[src/hdl/primitive_assembler_macros.svh]
// assertion macros used by the pa_assembler module
// each check is compiled out when SYNTHESIS is defined
`ifndef PRIMITIVE_ASSEMBLER_MACROS_SVH
`define PRIMITIVE_ASSEMBLER_MACROS_SVH

`ifndef SYNTHESIS

// check sampled on clk_i, ignored while rst_ni is low
`define PA_ASSERT(label, prop, msg) \
  label: assert property (@(posedge clk_i) disable iff (!rst_ni) prop) else $error(msg);

// check sampled on clk_i at every edge, reset included
`define PA_ASSERT_ALWAYS(label, prop, msg) \
  label: assert property (@(posedge clk_i) prop) else $error(msg);

`else

`define PA_ASSERT(label, prop, msg)
`define PA_ASSERT_ALWAYS(label, prop, msg)

`endif

`endif

[src/hdl/pa_pkg.sv]
package pa_pkg;

  // fixed field widths of the ports
  localparam int unsigned FieldBits  = 16;
  localparam int unsigned ModeBits   = 4;
  localparam int unsigned CfgIdxBits = 1;

  // parameter defaults
  localparam int unsigned IdBitsDefault    = 16;
  localparam int unsigned CountBitsDefault = 16;

  // draw modes
  typedef enum logic [ModeBits-1:0] {
    DRAW_TRI        = 4'd0,
    DRAW_POLYGON    = 4'd1,
    DRAW_FAN        = 4'd2,
    DRAW_STRIP      = 4'd3,
    DRAW_QUADS      = 4'd4,
    DRAW_QUAD_STRIP = 4'd5,
    DRAW_LINES      = 4'd6,
    DRAW_LINE_LOOP  = 4'd7,
    DRAW_LINE_STRIP = 4'd8
  } draw_mode_e;

  // input item kinds
  typedef enum logic {
    MODE_PUSH  = 1'b0,
    MODE_CLEAR = 1'b1
  } item_mode_e;

  // configuration register indexes
  typedef enum logic [CfgIdxBits-1:0] {
    CFG_DRAW_MODE = 1'b0,
    CFG_EXPECTED  = 1'b1
  } cfg_index_e;

  // result control from the assembler to the output register
  typedef struct packed {
    logic valid;
    logic is_line;
  } prim_ctl_t;

endpackage

[src/hdl/pa_assembler.sv]
`include "primitive_assembler_macros.svh"

module pa_assembler #(
  parameter int unsigned ID_BITS    = pa_pkg::IdBitsDefault,
  parameter int unsigned COUNT_BITS = pa_pkg::CountBitsDefault
) (
  input  logic                          clk_i,
  input  logic                          rst_ni,
  input  logic                          step_i,
  input  logic                          clear_i,
  input  logic [ID_BITS-1:0]            vid_i,
  input  logic [pa_pkg::ModeBits-1:0]   draw_mode_i,
  input  logic [pa_pkg::FieldBits-1:0]  expected_i,
  output pa_pkg::prim_ctl_t             ctl_o,
  output logic [ID_BITS-1:0]            corner_a_o,
  output logic [ID_BITS-1:0]            corner_b_o,
  output logic [ID_BITS-1:0]            corner_c_o
);

  localparam int unsigned CmpBits =
    (COUNT_BITS > pa_pkg::FieldBits) ? COUNT_BITS : pa_pkg::FieldBits;

  logic [ID_BITS-1:0]    win_q [3];
  logic [ID_BITS-1:0]    win_d [3];
  logic [1:0]            fill_q, fill_d;
  logic [COUNT_BITS-1:0] cnt_q, cnt_d;
  logic [ID_BITS-1:0]    saved_q, saved_d;

  logic [ID_BITS-1:0]    shf [3];
  logic [ID_BITS-1:0]    app [3];
  logic [1:0]            base_fill;
  logic [1:0]            new_fill;
  logic [1:0]            drop;
  logic [ID_BITS-1:0]    pivot;
  logic                  last;
  logic                  odd;
  logic                  first;
  pa_pkg::prim_ctl_t     ctl;

  // line loop closes on the expected last primitive
  assign last  = (expected_i != '0) &&
                 (CmpBits'(cnt_q) == CmpBits'(expected_i - 16'd1));
  assign odd   = cnt_q[0];
  assign first = (cnt_q == '0);

  // window append, assembly and consume
  always_comb begin
    win_d      = win_q;
    fill_d     = fill_q;
    cnt_d      = cnt_q;
    saved_d    = saved_q;
    ctl        = '0;
    corner_a_o = '0;
    corner_b_o = '0;
    corner_c_o = '0;
    drop       = 2'd0;

    // make room when full, then append the new vertex
    if (fill_q == 2'd3) begin
      shf[0]    = win_q[1];
      shf[1]    = win_q[2];
      shf[2]    = win_q[2];
      base_fill = 2'd2;
    end else begin
      shf       = win_q;
      base_fill = fill_q;
    end
    for (int i = 0; i < 3; i++) begin
      app[i] = (base_fill == 2'(i)) ? vid_i : shf[i];
    end
    new_fill = base_fill + 2'd1;

    // pivot is taken from the new window on the first primitive
    pivot = first ? app[0] : saved_q;

    if (step_i) begin
      if (clear_i) begin
        fill_d = 2'd0;
        cnt_d  = '0;
      end else begin
        if (draw_mode_i inside {pa_pkg::DRAW_LINES, pa_pkg::DRAW_LINE_LOOP,
                                pa_pkg::DRAW_LINE_STRIP}) begin
          if (new_fill >= 2'd2) begin
            ctl.valid   = 1'b1;
            ctl.is_line = 1'b1;
            corner_a_o  = app[0];
            corner_b_o  = app[1];
            drop        = 2'd1;
            case (draw_mode_i)
              pa_pkg::DRAW_LINES: begin
                drop = 2'd2;
              end
              pa_pkg::DRAW_LINE_LOOP: begin
                saved_d = pivot;
                if (last) begin
                  corner_b_o = pivot;
                end
              end
              default: begin
              end
            endcase
          end
        end else if (new_fill == 2'd3) begin
          ctl.valid  = 1'b1;
          corner_a_o = app[0];
          corner_b_o = app[1];
          corner_c_o = app[2];
          drop       = 2'd1;
          case (draw_mode_i)
            pa_pkg::DRAW_TRI: begin
              drop = 2'd3;
            end
            pa_pkg::DRAW_POLYGON, pa_pkg::DRAW_FAN: begin
              saved_d    = pivot;
              corner_a_o = pivot;
            end
            pa_pkg::DRAW_STRIP: begin
              if (odd) begin
                corner_a_o = app[1];
                corner_b_o = app[0];
              end
            end
            pa_pkg::DRAW_QUADS: begin
              if (odd) begin
                drop       = 2'd3;
                corner_a_o = saved_q;
              end else begin
                saved_d = app[0];
              end
            end
            pa_pkg::DRAW_QUAD_STRIP: begin
              if (odd) begin
                corner_b_o = app[2];
                corner_c_o = app[1];
              end
            end
            default: begin
              // unused draw modes only queue the vertex
              ctl.valid = 1'b0;
              drop      = 2'd0;
            end
          endcase
        end

        // consume entries from the front
        case (drop)
          2'd1: begin
            win_d[0] = app[1];
            win_d[1] = app[2];
            win_d[2] = app[2];
          end
          2'd2: begin
            win_d[0] = app[2];
            win_d[1] = app[2];
            win_d[2] = app[2];
          end
          default: begin
            win_d = app;
          end
        endcase
        fill_d = new_fill - drop;
        if (ctl.valid) begin
          cnt_d = cnt_q + 1'b1;
        end
      end
    end
  end

  assign ctl_o = ctl;

  // control state
  always_ff @(posedge clk_i or negedge rst_ni) begin
    if (!rst_ni) begin
      fill_q <= 2'd0;
      cnt_q  <= '0;
    end else begin
      fill_q <= fill_d;
      cnt_q  <= cnt_d;
    end
  end

  // vertex storage
  always_ff @(posedge clk_i) begin
    win_q   <= win_d;
    saved_q <= saved_d;
  end

  // checks
  `PA_ASSERT(a_clear_empties, step_i && clear_i |=> fill_q == 2'd0 && cnt_q == '0, "clear did not empty the window")
  `PA_ASSERT(a_line_no_third, ctl_o.valid && ctl_o.is_line |-> corner_c_o == '0, "line has a third corner")
  `PA_ASSERT(a_count_on_emit, !(step_i && (clear_i || ctl_o.valid)) |=> $stable(cnt_q), "counter moved without a primitive")
  `PA_ASSERT_ALWAYS(a_reset_empty, !rst_ni |=> fill_q == 2'd0 || rst_ni, "window not empty after reset")

endmodule

[src/hdl/primitive_assembler.sv]
// primitive assembler
// turns a stream of vertex ids into triangles or lines following the
// configured draw mode; each vertex yields at most one primitive
// input channel: in_valid_i/in_ready_o with mode_i and vertex_id_i; a clear
// item empties the vertex window and the primitive counter
// output channel: out_valid_o/out_ready_i with corner_a_o..corner_c_o and
// is_line_o; corner_c_o is zero for lines
// config channel: cfg_valid_i/cfg_ready_o, index 0 draw mode, index 1
// expected primitive count; always ready, write only while idle
// a vertex in the input register passes the assembly stage and its primitive
// is registered in the output register when the input register advances
// throughput: one vertex per cycle unless the receiver stalls, set by the
// single assembly stage between the input register and the output register
// reset clears the window fill, counter, config and both valid flags; no
// clearing pass is needed
// when the receiver stalls the output register holds and the input register
// stops advancing, so in_ready_o drops once the input register is occupied
module primitive_assembler #(
  parameter int unsigned ID_BITS    = pa_pkg::IdBitsDefault,
  parameter int unsigned COUNT_BITS = pa_pkg::CountBitsDefault
) (
  input  logic                           clk_i,
  input  logic                           rst_ni,
  // input channel
  input  logic                           in_valid_i,
  output logic                           in_ready_o,
  input  logic                           mode_i,
  input  logic [pa_pkg::FieldBits-1:0]   vertex_id_i,
  // output channel
  output logic                           out_valid_o,
  input  logic                           out_ready_i,
  output logic [pa_pkg::FieldBits-1:0]   corner_a_o,
  output logic [pa_pkg::FieldBits-1:0]   corner_b_o,
  output logic [pa_pkg::FieldBits-1:0]   corner_c_o,
  output logic                           is_line_o,
  // configuration channel
  input  logic                           cfg_valid_i,
  output logic                           cfg_ready_o,
  input  logic [pa_pkg::CfgIdxBits-1:0]  cfg_index_i,
  input  logic [pa_pkg::FieldBits-1:0]   cfg_data_i
);

  localparam int unsigned WideBits =
    (ID_BITS > pa_pkg::FieldBits) ? ID_BITS : pa_pkg::FieldBits;

  logic                          in_valid_q, in_valid_d;
  logic                          in_mode_q;
  logic [pa_pkg::FieldBits-1:0]  in_vid_q;
  logic                          advance;

  logic [pa_pkg::ModeBits-1:0]   draw_mode_q;
  logic [pa_pkg::FieldBits-1:0]  expected_q;

  logic [WideBits-1:0]           vid_wide;
  logic [ID_BITS-1:0]            vid;
  pa_pkg::prim_ctl_t             ctl;
  logic [ID_BITS-1:0]            asm_a, asm_b, asm_c;
  logic [WideBits-1:0]           wide_a, wide_b, wide_c;

  logic                          out_valid_q, out_valid_d;
  logic [pa_pkg::FieldBits-1:0]  out_a_q, out_b_q, out_c_q;
  logic                          out_line_q;

  // configuration writes
  assign cfg_ready_o = 1'b1;

  always_ff @(posedge clk_i or negedge rst_ni) begin
    if (!rst_ni) begin
      draw_mode_q <= pa_pkg::DRAW_TRI;
      expected_q  <= '0;
    end else if (cfg_valid_i) begin
      case (cfg_index_i)
        pa_pkg::CFG_DRAW_MODE: draw_mode_q <= cfg_data_i[pa_pkg::ModeBits-1:0];
        pa_pkg::CFG_EXPECTED:  expected_q  <= cfg_data_i;
        default: begin
        end
      endcase
    end
  end

  // input register advances when the output register can take a result
  assign advance    = in_valid_q && (!out_valid_q || out_ready_i);
  assign in_ready_o = !in_valid_q || advance;

  always_comb begin
    in_valid_d = in_valid_q;
    if (in_valid_i && in_ready_o) begin
      in_valid_d = 1'b1;
    end else if (advance) begin
      in_valid_d = 1'b0;
    end
  end

  always_ff @(posedge clk_i or negedge rst_ni) begin
    if (!rst_ni) begin
      in_valid_q <= 1'b0;
    end else begin
      in_valid_q <= in_valid_d;
    end
  end

  always_ff @(posedge clk_i) begin
    if (in_valid_i && in_ready_o) begin
      in_mode_q <= mode_i;
      in_vid_q  <= vertex_id_i;
    end
  end

  // resize the id to the internal width
  assign vid_wide = WideBits'(in_vid_q);
  assign vid      = vid_wide[ID_BITS-1:0];

  pa_assembler #(
    .ID_BITS    (ID_BITS),
    .COUNT_BITS (COUNT_BITS)
  ) u_assembler (
    .clk_i       (clk_i),
    .rst_ni      (rst_ni),
    .step_i      (advance),
    .clear_i     (in_mode_q == pa_pkg::MODE_CLEAR),
    .vid_i       (vid),
    .draw_mode_i (draw_mode_q),
    .expected_i  (expected_q),
    .ctl_o       (ctl),
    .corner_a_o  (asm_a),
    .corner_b_o  (asm_b),
    .corner_c_o  (asm_c)
  );

  assign wide_a = WideBits'(asm_a);
  assign wide_b = WideBits'(asm_b);
  assign wide_c = WideBits'(asm_c);

  // output register
  always_comb begin
    out_valid_d = out_valid_q;
    if (advance) begin
      out_valid_d = ctl.valid;
    end else if (out_ready_i) begin
      out_valid_d = 1'b0;
    end
  end

  always_ff @(posedge clk_i or negedge rst_ni) begin
    if (!rst_ni) begin
      out_valid_q <= 1'b0;
    end else begin
      out_valid_q <= out_valid_d;
    end
  end

  always_ff @(posedge clk_i) begin
    if (advance && ctl.valid) begin
      out_a_q    <= wide_a[pa_pkg::FieldBits-1:0];
      out_b_q    <= wide_b[pa_pkg::FieldBits-1:0];
      out_c_q    <= wide_c[pa_pkg::FieldBits-1:0];
      out_line_q <= ctl.is_line;
    end
  end

  assign out_valid_o = out_valid_q;
  assign corner_a_o  = out_a_q;
  assign corner_b_o  = out_b_q;
  assign corner_c_o  = out_c_q;
  assign is_line_o   = out_line_q;

endmodule
[config.mk]
export PLATFORM = sky130hd
export DESIGN_NAME = primitive_assembler
export DESIGN_NICKNAME = d
export VERILOG_FILES = /design/src/hdl/pa_pkg.sv /design/src/hdl/pa_assembler.sv /design/src/hdl/primitive_assembler.sv
export VERILOG_INCLUDE_DIRS = /design/src /design/src/hdl
export SDC_FILE = /design/constraint.sdc
export NUM_CORES = 1
export LEC_CHECK = 0
export BUFFER_PORTS_ARGS = -buffer_cell sky130_fd_sc_hd__buf_2
export CORE_MARGIN = 2
export CORE_UTILIZATION = 55
export DETAILED_ROUTE_END_ITERATION = 12
export GPL_TIMING_DRIVEN = 0
export PLACE_DENSITY = 0.78
export SYNTH_ARGS = -nofsm -noshare
export SYNTH_HDL_FRONTEND = slang
export SYNTH_SLANG_ARGS = --single-unit
[constraint.sdc]
create_clock -name clk_i -period 4.3 [get_ports clk_i]
set_clock_uncertainty 0.05 [all_clocks]
set_input_delay 1.075 -clock clk_i [delete_from_list [all_inputs] [get_ports clk_i]]
set_output_delay 1.075 -clock clk_i [all_outputs]
set_load 0.05 [all_outputs]
==> results.md <==
* CP Capture Type: flip-flop
* Vias in the first global route at roughly 8700
* Violated checks: DRC
* Critical path class: reg -> reg
* Vias per cell at 6.623
* Leak Pwr at 4.235 nW
* Initial Util at 0.5630
* Row cnt at between 40 and 50
* Yosys cell types at 63
* Fillers at around 1500
* Critical Path Source: u_assembler.fill_q[0]$_DFFE_PN0P_
* Max Transition Viols Final at 0
* Reg2reg setup slack at 0.13 ns
* Final setup vio count at 0
* Tcrit/Tclk final at 0.9702
* Number of flops mapped to enable cells by yosys at 130
* Mapped cell area at 10180 um^2
* Total GRT Usage at 0.3071
* CTS Buffer Depth at 2
* Total clock sinks at between 150 and 200
* Total wire length at 30180 um
* Final GP Congestion at 0.9237
* Placed Cells incl. Taps at 1326
* Reg2reg path depth at 10
* Hold Path Class: reg -> reg
* Pwr dens at about 600 nW/um^2
* Crit path DAT at 4.28 ns
* Initial antenna violation count at 0
* First-pass GRT wire length at about 47000 um
* Startpoint types: flip-flop
* Worst-path clk slew at 0.07 ns
* GRT overflow at 0
* Fin. Hold Viols at 0
* Area growth syn-to-layout at 13.47%
* Power, Total at approximately 6.9 mW
* 1st-iter DRT viols at 1291
* Core area at 18090 um^2
* Outcome: finished, violations left
* Fin crit period at 4.172 ns
* Max cap viols at 0
* Post-DP HPWL at ~21000 um
* Most used DFF post-synth: edfxtp_1
* N_diodes at 0
* CP required at roughly 4.4 ns
* Clock Latency Late Sink at approximately 0.44 ns
* Post-Syn Area per Cell at 10.13 um^2
* Max Freq at 239.7 MHz
* Per-cell routed wire length at 22.22 um
* Layout Nets at approximately 1200
* Post-synth ARST share at 0.2353
* Worst R2R End: u_assembler.win_q[27]$_DFFE_PP_
* CP Capture Point: u_assembler.win_q[27]$_DFFE_PP_
* CTS tree: built
* Final std cells w/o fill at 1358
* Slew @ Worst Pin at around 1.2 ns
* Yosys warns at 0
* FF-to-FF Start: u_assembler.fill_q[0]$_DFFE_PN0P_
* Pre-Repair DR Iteration Count at 10
* Post-route ant nets at 0
* Layout cells sized above 1 at 0.1869
* Die height at 140.1 um
* Die width at around 140 um
* Max IR drop VDD at 0.0003689 V
* Post-Syn Instances at 1005
* Post-layout util at 0.6388
* Syn Nets at 1051
* Ports at 91
* Vias at 8994
* H-Tree Depth at 4
* DRC at 5
* IO Port Bufs at 89
* Setup Buffers After CTS at 0
* Hold-fix buffers, CTS at 0
* Synth Register Bits at 170
* Cts bufs inserted at 17
* RSZ-0062 raised after global routing: no
* Slew headroom at 0.1671
* Root Driver: clkbuf_16
* Largest net degree at the start of global routing at 42
* Seq/Total Area, Yosys at 0.4817
* Crit-path max FO at 10
* Die area at 19620 um^2
-- state kept, by name, summed over array words and instances, names as in the netlist, 2 cells and up --
register and flops:
in_vid_q 16, expected_q 16, draw_mode_q 4, u_assembler.win_q 48
u_assembler.fill_q 2, corner_a_o 16, u_assembler.saved_q 16, u_assembler.cnt_q 16
corner_c_o 16, corner_b_o 16
-- cell usage after synthesis, types with 13 or more instances --
cell	number	area (um^2)
o22ai_1	20	125.1
dfrtp_1	40	1001
mux2i_1	76	760.7
a211oi_1	35	262.8
inv_1	35	131.4
nor2_1	63	236.5
nand2b_1	16	100.1
a31o_2	14	122.6
nor2b_1	25	156.4
buf_1	13	48.80
nand2_1	92	345.3
o21ai_0	73	365.4
edfxtp_1	130	3904
a22oi_1	27	202.7
a21oi_1	76	380.4
mux2_2	36	405.4
clkbuf_1	54	202.7
-- what timing repair did --
item	4_1_cts	5_1_grt
gates resized for setup	2	6
setup endpoints to repair	26	24
pin swaps	0	0
-- layout make-up --
| class | instances | area, um^2 | area share |
|---|---|---|---|
| Clock buffer | 19 | 432.9 | 0.03747 |
| Multi-Input combinational cell | 723 | 4830 | 0.4180 |
| Inverter | 35 | 131.4 | 0.01137 |
| Sequential cell | 170 | 4905 | 0.4245 |
| Tap cell | 229 | 286.5 | 0.02480 |
| Clock inverter | 13 | 141.4 | 0.01224 |
| Timing Repair Buffer | 92 | 493.0 | 0.04267 |
| Buffer | 77 | 334.1 | 0.02891 |
-- cell families after synthesis --
kind of cell / after synthesis / share of synthesized area
AO/OA/AOI/OAI: 322 / 0.2055
AND/OR/NAND/NOR: 263 / 0.1287
flip-flops: 170 / 0.4817
multiplexers: 112 / 0.1145
buffers and inverters: 112 / 0.04522
XOR/XNOR: 18 / 0.01548
adder cells (fa/ha/maj): 7 / 0.008601
other: 1 / 0.0003683
-- routing by layer --
metal | track usage | vias to the layer above | wire length [um]
met4 | 0.1531 | 0 | 1384
met2 | 0.4916 | 563 | 14070
met3 | 0.05402 | 105 | 2735
met1 | 0.4064 | 4326 | 11990
met5 | 0 | - | 0
li1 | - | 4000 | -
-- placed cells by master, fill, tap and decap left out, types with 8 or more instances in the layout --
master and n:
o21ai_0 73, inv_1 34, nand2b_1 16, edfxtp_1 130, dfrtp_1 40, a22o_1 10, nand3_1 8, o21ai_1 12
mux2_2 36, clkbuf_1 54, buf_2 95, nor2_1 62, a211oi_1 35, a31o_2 14, nor2b_1 25, xor2_1 8
buf_1 11, o22ai_1 20, a22oi_1 27, nand2_1 92, mux2i_1 76, clkbuf_16 17, xnor2_1 10, a21oi_1 76
-- worst max-delay path: stages, from the launching register on --
cell      delay (ns)
dfrtp_1         0.32
clkbuf_1        0.50
clkbuf_2        0.38
clkbuf_2        0.35
clkbuf_1        0.48
a22oi_1         0.18
ha_1            0.25
clkbuf_1        0.22
o21bai_2        0.48
clkbuf_1        0.50
o21ai_0         0.17
-- power breakdown --
part	internal [mW]	switching [mW]	total (mW)
sequential	2.13	0.150	2.28
combinational	1.01	2.07	3.08
clock	0.861	0.679	1.54
-- per-stage QoR --
step	worst slack [ns]	hold slack, ns	area (um^2)	setup TNS [ns]
6_report	0.1283	0.4901	11550	0
5_1_grt	0.02124	0.5213	11550	0
4_1_cts	0.002702	0.4904	11550	0
3_5_place_dp	-0.2237	0.4824	10970	-2.574
3_3_place_gp	-1.467	0.4750	10920	-121.10
2_1_floorplan	0.03734	0.4222	10190	0
-- worst min-delay path by stage --
stage / start / endpoint / cells after the start
after floorplan: in_mode_q$_DFFE_PP_ / u_assembler.fill_q[0]$_DFFE_PN0P_ / 1
after global placement: u_assembler.cnt_q[15]$_DFFE_PN0P_ / u_assembler.cnt_q[15]$_DFFE_PN0P_ / 1
after detailed placement: u_assembler.cnt_q[15]$_DFFE_PN0P_ / u_assembler.cnt_q[15]$_DFFE_PN0P_ / 1
after CTS: u_assembler.cnt_q[15]$_DFFE_PN0P_ / u_assembler.cnt_q[15]$_DFFE_PN0P_ / 1
after global routing: u_assembler.cnt_q[15]$_DFFE_PN0P_ / u_assembler.cnt_q[15]$_DFFE_PN0P_ / 1
final: u_assembler.cnt_q[15]$_DFFE_PN0P_ / u_assembler.cnt_q[15]$_DFFE_PN0P_ / 1
No activity file was read; power rests on OpenSTA's default activity.
